### config.mk
export PLATFORM = sky130hd
export DESIGN_NAME = escaped_length_frame_receiver
export DESIGN_NICKNAME = d
export VERILOG_FILES = /design/src/sv/elfr_pkg.sv /design/src/sv/escaped_length_frame_receiver.sv
export SDC_FILE = /design/constraint.sdc
export NUM_CORES = 1
export LEC_CHECK = 0
export ABC_AREA = 1
export BUFFER_PORTS_ARGS = -buffer_cell sky130_fd_sc_hd__buf_2
export CORE_MARGIN = 3
export CORE_UTILIZATION = 37
export CTS_CLUSTER_SIZE = 40
export DETAILED_ROUTE_END_ITERATION = 10
export HOLD_SLACK_MARGIN = 0.06
export PLACE_DENSITY = 0.63
export SETUP_SLACK_MARGIN = 0.2
export SYNTH_ARGS = -nofsm -noshare
export SYNTH_HDL_FRONTEND = slang
export SYNTH_SLANG_ARGS = --single-unit
### constraint.sdc
create_clock -name aclk -period 5.05 [get_ports aclk]
set_clock_uncertainty 0.05 [all_clocks]
set_input_delay 0.7575 -clock aclk [delete_from_list [all_inputs] [get_ports aclk]]
set_output_delay 0.7575 -clock aclk [all_outputs]
set_load 0.1 [all_outputs]
### src/sv/elfr_pkg.sv
`default_nettype none
// ----------------------------------------------------------------------------
// elfr_pkg
// Shared codes and types for the escaped length frame receiver.
// ----------------------------------------------------------------------------
package elfr_pkg;

    localparam logic [7:0] FRAME_CODE  = 8'h01;
    localparam logic [7:0] ESCAPE_CODE = 8'h1B;
    localparam logic [7:0] ESCAPE_XOR  = 8'h40;
    localparam logic [7:0] ZERO_CODE   = 8'hDB;
    localparam logic [7:0] BCAST_ADDR  = 8'hFF;
    localparam logic [7:0] NULL_ADDR   = 8'h00;

    localparam logic [7:0] MAX_LENGTH_RESET = 8'hFF;
    localparam logic [7:0] MY_ADDRESS_RESET = 8'h00;

    localparam logic REG_MAX_LENGTH = 1'b0;
    localparam logic REG_MY_ADDRESS = 1'b1;

    typedef struct packed {
        logic [7:0] data_byte;
        logic       has_byte;
        logic       is_address;
        logic       end_of_packet;
        logic [7:0] packet_length;
        logic       cut_short;
    } result_t;

endpackage
`default_nettype wire

### src/sv/escaped_length_frame_receiver.sv
`default_nettype none
// ----------------------------------------------------------------------------
// escaped_length_frame_receiver
// Byte-stuffed serial deframer: decodes escapes, checks length and address,
// emits address and payload bytes and marks the end of each packet.
// ----------------------------------------------------------------------------
// One byte is taken per cycle while s_ready is high. Each item is decoded by
// one level of logic against the frame state registers and its result, if
// any, lands in a single output register; s_ready stays high while that
// register is empty or being drained, so throughput is one item per clock.
// Configuration writes (cfg_we/cfg_index/cfg_wdata) take effect at once and
// must only be made while the block is idle.
module escaped_length_frame_receiver (
    input  wire logic       aclk,
    input  wire logic       aresetn,

    input  wire logic       cfg_we,
    input  wire logic       cfg_index,
    input  wire logic [7:0] cfg_wdata,

    input  wire logic       s_valid,
    output logic            s_ready,
    input  wire logic [7:0] s_rx_byte,

    output logic            m_valid,
    input  wire logic       m_ready,
    output logic [7:0]      m_data_byte,
    output logic            m_has_byte,
    output logic            m_is_address,
    output logic            m_end_of_packet,
    output logic [7:0]      m_packet_length,
    output logic            m_cut_short
);

    logic [7:0] max_length_reg;
    logic [7:0] my_address_reg;

    logic       in_frame_reg,     in_frame_next;
    logic       in_escape_reg,    in_escape_next;
    logic       have_length_reg,  have_length_next;
    logic       have_address_reg, have_address_next;
    logic [7:0] remaining_reg,    remaining_next;
    logic [7:0] stored_count_reg, stored_count_next;

    logic                 out_valid_reg;
    elfr_pkg::result_t    out_reg;
    elfr_pkg::result_t    res;
    logic                 res_valid;
    logic                 accept;
    logic [7:0]           dec;
    logic [7:0]           rem_dec;
    logic [7:0]           cnt_inc;
    logic                 addr_ok;

    assign s_ready = !out_valid_reg || m_ready;
    assign accept  = s_valid && s_ready;

    assign rem_dec = (remaining_reg != 8'd0) ? remaining_reg - 8'd1 : 8'd0;
    assign cnt_inc = stored_count_reg + 8'd1;

    always_comb begin
        if (in_escape_reg) begin
            dec = s_rx_byte ^ elfr_pkg::ESCAPE_XOR;
        end else if (s_rx_byte == elfr_pkg::ZERO_CODE) begin
            dec = 8'd0;
        end else begin
            dec = s_rx_byte;
        end
    end

    assign addr_ok = (my_address_reg == 8'd0) || (dec == my_address_reg)
                  || (dec == elfr_pkg::NULL_ADDR) || (dec == elfr_pkg::BCAST_ADDR);

    always_comb begin
        in_frame_next     = in_frame_reg;
        in_escape_next    = in_escape_reg;
        have_length_next  = have_length_reg;
        have_address_next = have_address_reg;
        remaining_next    = remaining_reg;
        stored_count_next = stored_count_reg;
        res_valid         = 1'b0;
        res               = '0;

        if (accept && s_rx_byte != 8'd0) begin
            if (s_rx_byte == elfr_pkg::FRAME_CODE) begin
                if (in_frame_reg) begin
                    res_valid         = 1'b1;
                    res.end_of_packet = 1'b1;
                    res.packet_length = stored_count_reg;
                    res.cut_short     = 1'b1;
                end
                in_escape_next    = 1'b0;
                have_length_next  = 1'b0;
                have_address_next = 1'b0;
                stored_count_next = 8'd0;
                in_frame_next     = (max_length_reg != 8'd0);
                remaining_next    = max_length_reg;
            end else if (in_frame_reg) begin
                if (s_rx_byte == elfr_pkg::ESCAPE_CODE) begin
                    in_escape_next = 1'b1;
                end else begin
                    in_escape_next = 1'b0;
                    if (have_address_reg) begin
                        res.data_byte = dec;
                        res.has_byte  = 1'b1;
                        if (remaining_reg == 8'd0) begin
                            res.has_byte      = 1'b0;
                            res.data_byte     = 8'd0;
                            in_frame_next     = 1'b0;
                            have_length_next  = 1'b0;
                            have_address_next = 1'b0;
                            stored_count_next = 8'd0;
                        end else if (rem_dec == 8'd0) begin
                            res_valid         = 1'b1;
                            res.end_of_packet = 1'b1;
                            res.packet_length = cnt_inc;
                            in_frame_next     = 1'b0;
                            have_length_next  = 1'b0;
                            have_address_next = 1'b0;
                            remaining_next    = 8'd0;
                            stored_count_next = 8'd0;
                        end else begin
                            res_valid         = 1'b1;
                            remaining_next    = rem_dec;
                            stored_count_next = cnt_inc;
                        end
                    end else if (have_length_reg) begin
                        if (addr_ok) begin
                            res_valid      = 1'b1;
                            res.data_byte  = dec;
                            res.has_byte   = 1'b1;
                            res.is_address = 1'b1;
                            if (rem_dec == 8'd0) begin
                                res.end_of_packet = 1'b1;
                                res.packet_length = 8'd1;
                                in_frame_next     = 1'b0;
                                have_length_next  = 1'b0;
                                remaining_next    = 8'd0;
                                stored_count_next = 8'd0;
                            end else begin
                                have_address_next = 1'b1;
                                remaining_next    = rem_dec;
                                stored_count_next = 8'd1;
                            end
                        end else begin
                            in_frame_next     = 1'b0;
                            have_length_next  = 1'b0;
                            remaining_next    = 8'd0;
                            stored_count_next = 8'd0;
                        end
                    end else if (dec != 8'd0 && dec < remaining_reg) begin
                        remaining_next   = dec;
                        have_length_next = 1'b1;
                    end
                end
            end
        end
    end

    always_ff @(posedge aclk) begin
        if (!aresetn) begin
            max_length_reg   <= elfr_pkg::MAX_LENGTH_RESET;
            my_address_reg   <= elfr_pkg::MY_ADDRESS_RESET;
            in_frame_reg     <= 1'b0;
            in_escape_reg    <= 1'b0;
            have_length_reg  <= 1'b0;
            have_address_reg <= 1'b0;
            remaining_reg    <= 8'd0;
            stored_count_reg <= 8'd0;
            out_valid_reg    <= 1'b0;
        end else begin
            if (cfg_we) begin
                unique case (cfg_index)
                    elfr_pkg::REG_MAX_LENGTH: max_length_reg <= cfg_wdata;
                    elfr_pkg::REG_MY_ADDRESS: my_address_reg <= cfg_wdata;
                    default: ;
                endcase
            end
            in_frame_reg     <= in_frame_next;
            in_escape_reg    <= in_escape_next;
            have_length_reg  <= have_length_next;
            have_address_reg <= have_address_next;
            remaining_reg    <= remaining_next;
            stored_count_reg <= stored_count_next;
            if (res_valid) begin
                out_valid_reg <= 1'b1;
            end else if (m_ready) begin
                out_valid_reg <= 1'b0;
            end
        end
    end

    always_ff @(posedge aclk) begin
        if (res_valid) begin
            out_reg <= res;
        end
    end

    assign m_valid         = out_valid_reg;
    assign m_data_byte     = out_reg.data_byte;
    assign m_has_byte      = out_reg.has_byte;
    assign m_is_address    = out_reg.is_address;
    assign m_end_of_packet = out_reg.end_of_packet;
    assign m_packet_length = out_reg.packet_length;
    assign m_cut_short     = out_reg.cut_short;

endmodule
`default_nettype wire

==> results of run 1 <==
[Yosys cell counts (all sizes together)]
master / count / area (um^2)
nand2: 116 / 478
o211ai: 4 / 30.0
a21oi: 24 / 124
nor2: 64 / 282
nor4: 4 / 25.0
dfxtp: 37 / 741
buf: 1 / 11.3
nand3b: 3 / 22.5
clkinv: 3 / 11.3
inv: 75 / 284
a22oi: 2 / 15.0
a31oi: 1 / 6.26
o21ai: 27 / 139
or2: 4 / 25.0
nand3: 34 / 180
ha: 9 / 113
nand4: 7 / 50.1
xor2: 8 / 70.1
clkbuf: 10 / 37.5
edfxtp: 20 / 601
xnor2: 2 / 17.5
o22ai: 10 / 62.6
nor3: 11 / 55.1
[path summary, 6_finish.rpt]
check / startpoint / to / cells past startpoint
min: max_length_reg[4] / max_length_reg[4] / 2
min reg2reg: max_length_reg[4] / max_length_reg[4] / 2
max: s_rx_byte[5] / m_data_byte[3] / 16
max reg2reg: in_escape_reg / m_data_byte[3] / 15
[through the flow]
stage / setup slack, ps / hold WS, ps / utilization, % / instance area, um^2
3_3_place_gp: 1640 / 429 / 41.8 / 3680
4_1_cts: 1880 / 450 / 44.2 / 3890
2_1_floorplan: 1860 / 394 / - / 3380
6_report: 1850 / 449 / 44.2 / 3890
5_1_grt: 1600 / 473 / 44.2 / 3890
3_5_place_dp: 1520 / 440 / 41.8 / 3680
[layout make-up]
class	count	area, um^2
Multi-Input combinational cell	330	1690
Tap cell	108	135
Fill cell	907	4910
Clock inverter	4	48.8
Inverter	78	295
Sequential cell	57	1340
Clock buffer	12	165
Timing Repair Buffer	43	215
[routing by layer]
metal	share of wire, %	GRT usage, %
met1	48	23.0
met4	1.2	4.40
met2	46	27.7
met3	4.6	3.99
met5	0	0
[worst reg2reg max path, cell delays in order (launching register included)]
cell     delay (ps)
dfxtp_1         320
inv_1           100
nand2_1          60
nor2_1          150
nand3_2         260
nand2_1         250
nand2_1          80
nand2_1          60
nand2_1          60
nor2_2           90
nand2_2          80
nand2_4         110
nand2_4          60
nand2_4         100
nand2_4          90
nand2_1         650
[placed cells by master, fill, tap and decap left out, types with 5 or more instances in the layout]
cell,n
nand3_1,32
o22ai_1,10
nor3_1,11
a21oi_1,23
edfxtp_1,20
ha_1,9
nor2_1,53
nand2_2,5
nor2_2,10
xor2_1,8
inv_1,68
o21ai_0,20
o21ai_1,6
nand4_1,6
inv_2,6
buf_2,43
clkbuf_8,12
dfxtp_1,37
nand2_1,107
[logic make-up after synthesis]
kind of cell,count (synthesis)
adders and majority gates,9
and+or+nand+nor,243
DFF,57
xor gates and xnor gates,10
buffers and inverters,89
AOI/OAI and AO/OA,68
[report_power, final]
part	internal, mW	switching [mW]	leakage (nW)
Sequential	0.484	0.0102	0.499
Combinational	0.0534	0.106	1.22
Clock	0.268	0.185	0.109
Total	0.804	0.301	1.83
==> results.md, run 1 <==
* Outcome: finished clean
* Largest buffer count on any clock path at 2
* Syn_nets at 507
* Rows at 34
* Chip width at 102 um
* Compound-Gate Fraction of Synth Area at 11.1%
* Number of diodes at 0
* Residual DRC at 0
* Drt wl/cell at 13.3 um
* Crit path max-delay family: simple AND/OR/NAND/NOR gates
* Vias at 3177
* Vias per inst at 5.03
* Sequential cell area fraction in the yosys report at 39.7%
* Slew @ Worst Pin at 852 ps
* Setup Fix Bufs, Post-CTS at 0
* Min cycle time layout at 3200 ps
* Critical path type: primary input to flop
* RSZ-0062 raised after global routing: false
* Ys Warns at 0
* Detail Route Antenna Nets at 0
* Worst path arrival time at 3110 ps
* Unique masters post-synth at 34
* Final GP Congestion at 0.921
* CP required at 4960 ps
* Die area at 0.0103 mm^2
* Final slew viol count at 0
* Hold Vio Cnt, Final at 0
* Nets at 550
* Die height at 102 um
* Routed WL at 8430 um
* Cell Count, Final, Fillers Out at 632
* Tot GR Track Use at 17.1%
* CP Max Fanout at 21
* Max-cap violation count at 0
* Drt initial violations at 215
* First-pass GRT wire length at 14000 um
* Max-slew headroom at 43.1%
* Port-buffer cells at 43
* Max H-tree Level at 3
* Worst setup SP type: primary input
* Starting Density at 38.4%
* LEAKAGE at 1.83 nW
* Reg2reg setup slack at 2110 ps
* CTS Buf Count at 9
* Worst-path clk slew at 70 ps
* Post-synthesis xor/xnor area fraction at 2.59%
* Largest family of logic cells by synthesized area: simple AND/OR/NAND/NOR gates
* Number of global-route vias before repair at 2969
* Mean Syn Cell Area at 7.10 um^2
* Clock Tree Root: clkbuf_8
* Fin crit share at 63.3%
* HPWL Detailed at 6420 um
* Mux contribution to synthesized area at 0%
* Post-Syn Area at 0.00338 mm^2
* Cts hold-fix bufs at 0
* Largest incremental delay on the critical path at 650 ps
* Core Footprint at 0.00881 mm^2
* Syn-to-layout area delta at 15.3%
* Placed cells at 616
* CP max-delay cell: nand2_1
* Worst IR Drop VDD at 0.000129 V
* Largest net degree at the start of global routing at 30
* CTS tree: yes
* # setup viols final at 0
* Setup TNS Final at 0 ps
* Clock Latency Late Sink at 340 ps
* Adder-Cell Fraction of Synth Area at 3.33%
* Cell area power density at 284 mW/mm^2
* Global route total overflow at 0
* Max Fclk at 0.313 GHz
* Crit-path cells: buf_2 > inv_2 > nand2_1 > nor2_1 > nand3_2 > nand2_1 > nand2_1 > nand2_1 > nand2_1 > nor2_2 > nand2_2 > nand2_4 > nand2_4 > nand2_4 > nand2_4 > nand2_1
* Initial antenna violation count at 0
* Worst path most repeated cell: nand2_1
* First-pass iteration count of the detailed router at 5
* CP Capture Type: flop
* Mapped Cells at 476
* Worst path buffer plus inverter count at 2
* Synth Register Bits at 57
* Hold WC Path Type: flop to flop
* Simple logic cell fraction of the synthesized area at 33.1%
* Design Power at 1.11 mW
* Sink Count at 57
* Post-cts sizing count at 0
* Share of layout cells above drive strength 1 at 18.1%
* I/O pins at 44
(Power assumes the default switching activity.)
==> run 2, diff against run 1 <==
==> constraint.sdc (replaced) <==
create_clock -name aclk -period 3.1 [get_ports aclk]
set_clock_uncertainty 0.05 [all_clocks]
set_input_delay 0.465 -clock aclk [delete_from_list [all_inputs] [get_ports aclk]]
set_output_delay 0.465 -clock aclk [all_outputs]
set_load 0.1 [all_outputs]
==> run 2 against run 1 <==
Cell count rose by 0.95%. Power rose by 60%. Count of clock-buffer cells in the layout fell by 1. Register-to-register slack got worse by 1600 ps. Routed wire length rose by 0.89%. Global-route usage rose by 0.14 points. Design area rose by 1.6%. First-iteration DRC count fell by 25%. Sequential power rose by 63%. Combinational power rose by 67%. Sequential share of layout area fell by 0.51 points. Non-clock buffer count rose by 6. Critical path type is now flop to flop. Largest cell class unchanged.
==> results.md, run 2 (synthesis results as in run 1) <==
* Die area at 0.0103 mm^2 (unchanged)
* Rows at 34 (unchanged)
* Nets at 556 (+1.1%)
* HPWL Detailed at 6430 um (+0.26%)
* Commonest cells after routing, fill and taps aside: 107 x nand2_1, 67 x inv_1, 52 x nor2_1
* Post-route design area at 0.00396 mm^2 (+1.6%)
* First-pass GRT wire length at 14100 um (+0.49%)
* CP Capture Type: flop
* CP Max Fanout at 7 (-67%)
* Finished Core Util at 44.9% (+0.71 points)
* R2R depth at 12 (-3)
* Reg2reg setup slack at 470 ps (-1640 ps)
* R2R Path End: m_packet_length[1]
* Setup TNS Final at 0 ps (unchanged)
* Global route total overflow at 0 (unchanged)
* Clock Latency Late Sink at 340 ps (about the same)
* Max H-tree Level at 3 (unchanged)
* Chip width at 102 um (unchanged)
* Die height at 102 um (unchanged)
* Final slew viol count at 0 (unchanged)
* Outcome: finished clean
* Hold Vio Cnt, Final at 0 (unchanged)
* Detail Route Antenna Nets at 0 (unchanged)
* Share of layout cells above drive strength 1 at 19.6% (+1.5 points)
* Largest net degree at the start of global routing at 30 (unchanged)
* Worst path arrival time at 2760 ps (-350 ps)
* Critical path type: flop to flop
* CTS tree: yes
* Clock Tree Root: clkbuf_8
* Vias per inst at 5.03 (about the same)
* Worst-path clk slew at 70 ps (about the same)
* Port-buffer cells at 43 (unchanged)
* Hold WC Path Type: primary input to flop
* Number of global-route vias before repair at 3040 (+2.4%)
* Syn-to-layout area delta at 17.1%
* Worst IR Drop VDD at 0.000238 V (+85%)
* Cts hold-fix bufs at 0 (unchanged)
* Max Fclk at 0.380 GHz
* Min cycle time layout at 2630 ps
* Drt wl/cell at 13.3 um (about the same)
* Core Footprint at 0.00881 mm^2 (unchanged)
* Starting Density at 38.4% (unchanged)
* Slew @ Worst Pin at 717 ps (-135 ps)
* Setup crit end: m_packet_length[1]
* Sink Count at 57 (unchanged)
* RSZ-0062 raised after global routing: false
* CP required at 3230 ps (-1730 ps)
* Reg-to-Reg Start: remaining_reg[0]
* Final GP Congestion at 0.925 (+0.40%)
* First-pass iteration count of the detailed router at 5 (unchanged)
* I/O pins at 44 (unchanged)
* Max-cap violation count at 0 (unchanged)
* LEAKAGE at 1.86 nW (+1.5%)
* Worst setup SP type: flop
* Largest buffer count on any clock path at 2 (unchanged)
* Vias at 3206 (+0.91%)
* Tot GR Track Use at 17.2% (+0.14 points)
* Fin crit share at 85.0%
* Routed WL at 8500 um (+0.89%)
* Cell area power density at 446 mW/mm^2 (+57%)
* Drt initial violations at 161 (-25%)
* Max-slew headroom at 52.0% (+9.0 points)
* Placed cell areas at 0.00374 mm^2 (+1.7%)
* Residual DRC at 0 (unchanged)
* CTS Buf Count at 9 (unchanged)
* Number of diodes at 0 (unchanged)
* # setup viols final at 0 (unchanged)
* Most common cell after layout, fill and taps aside: nand2_1
* Critical Path Start: remaining_reg[0]
* Initial antenna violation count at 0 (unchanged)
run 2: per-stage QoR:
step                      worst slack, ps  instances  hold slack (ps)  total power [mW]
after floorplan                       205        476              394              1.00
after global placement                303        622              424              1.07
after detailed placement              169        622              427              1.08
after CTS                             480        638              299              1.77
after global routing                  252        638              314              1.84
final                                 466        638              301              1.77
run 2: worst min-delay path by stage:
stage | startpoint | end | slack, ps | depth (start not counted)
after global routing | cfg_wdata[5] | max_length_reg[5] | 310 | 3
after detailed placement | max_length_reg[4] | max_length_reg[4] | 430 | 2
final | cfg_wdata[3] | max_length_reg[3] | 300 | 3
after floorplan | max_length_reg[3] | max_length_reg[3] | 390 | 2
after CTS | cfg_wdata[6] | max_length_reg[6] | 300 | 3
after global placement | stored_count_reg[1] | stored_count_reg[1] | 420 | 2
run 2: critical path, cell delays in order, from the launching register on:
cell	delay [ps]
dfxtp_1	310
inv_1	150
ha_1	190
nand2_1	100
nor2_1	210
nand3_2	200
o21ai_1	180
nand2_1	70
nor3_1	210
nand2_1	230
inv_1	150
nand4_2	210
o22ai_1	220
run 2: repair_timing:
item | CTS | global route
resized for setup | 0 | 3
hold endpoints to repair | 0 | 0
setup buffers | 0 | 0
endpoints found under the setup margin | 0 | 8
run 2: routing by layer:
metal | global-route usage, % | up-vias | part of all wire [%]
met1 | 22.0 | 1480 | 46
met4 | 6.75 | 0 | 2.0
met3 | 3.37 | 12 | 4.4
met2 | 28.6 | 75 | 48
met5 | 0 | - | 0
li1 | - | 1639 | -
run 2: layout make-up:
cell class                 instances  area, um^2
clock buffer                      11         163
clock inverter                     5        33.8
fill                             912        4850
inverter                          78         299
multi-input combinational        330        1710
sequential                        57        1340
tap                              108         135
timing repair buffer              49         273
run 2: where the power goes:
part | leakage [nW] | switching [mW] | total, mW | internal [mW]
sequential | 0.500 | 0.0165 | 0.804 | 0.787
combinational | 1.26 | 0.177 | 0.265 | 0.0876
clock | 0.102 | 0.335 | 0.698 | 0.363
total | 1.86 | 0.529 | 1.77 | 1.24
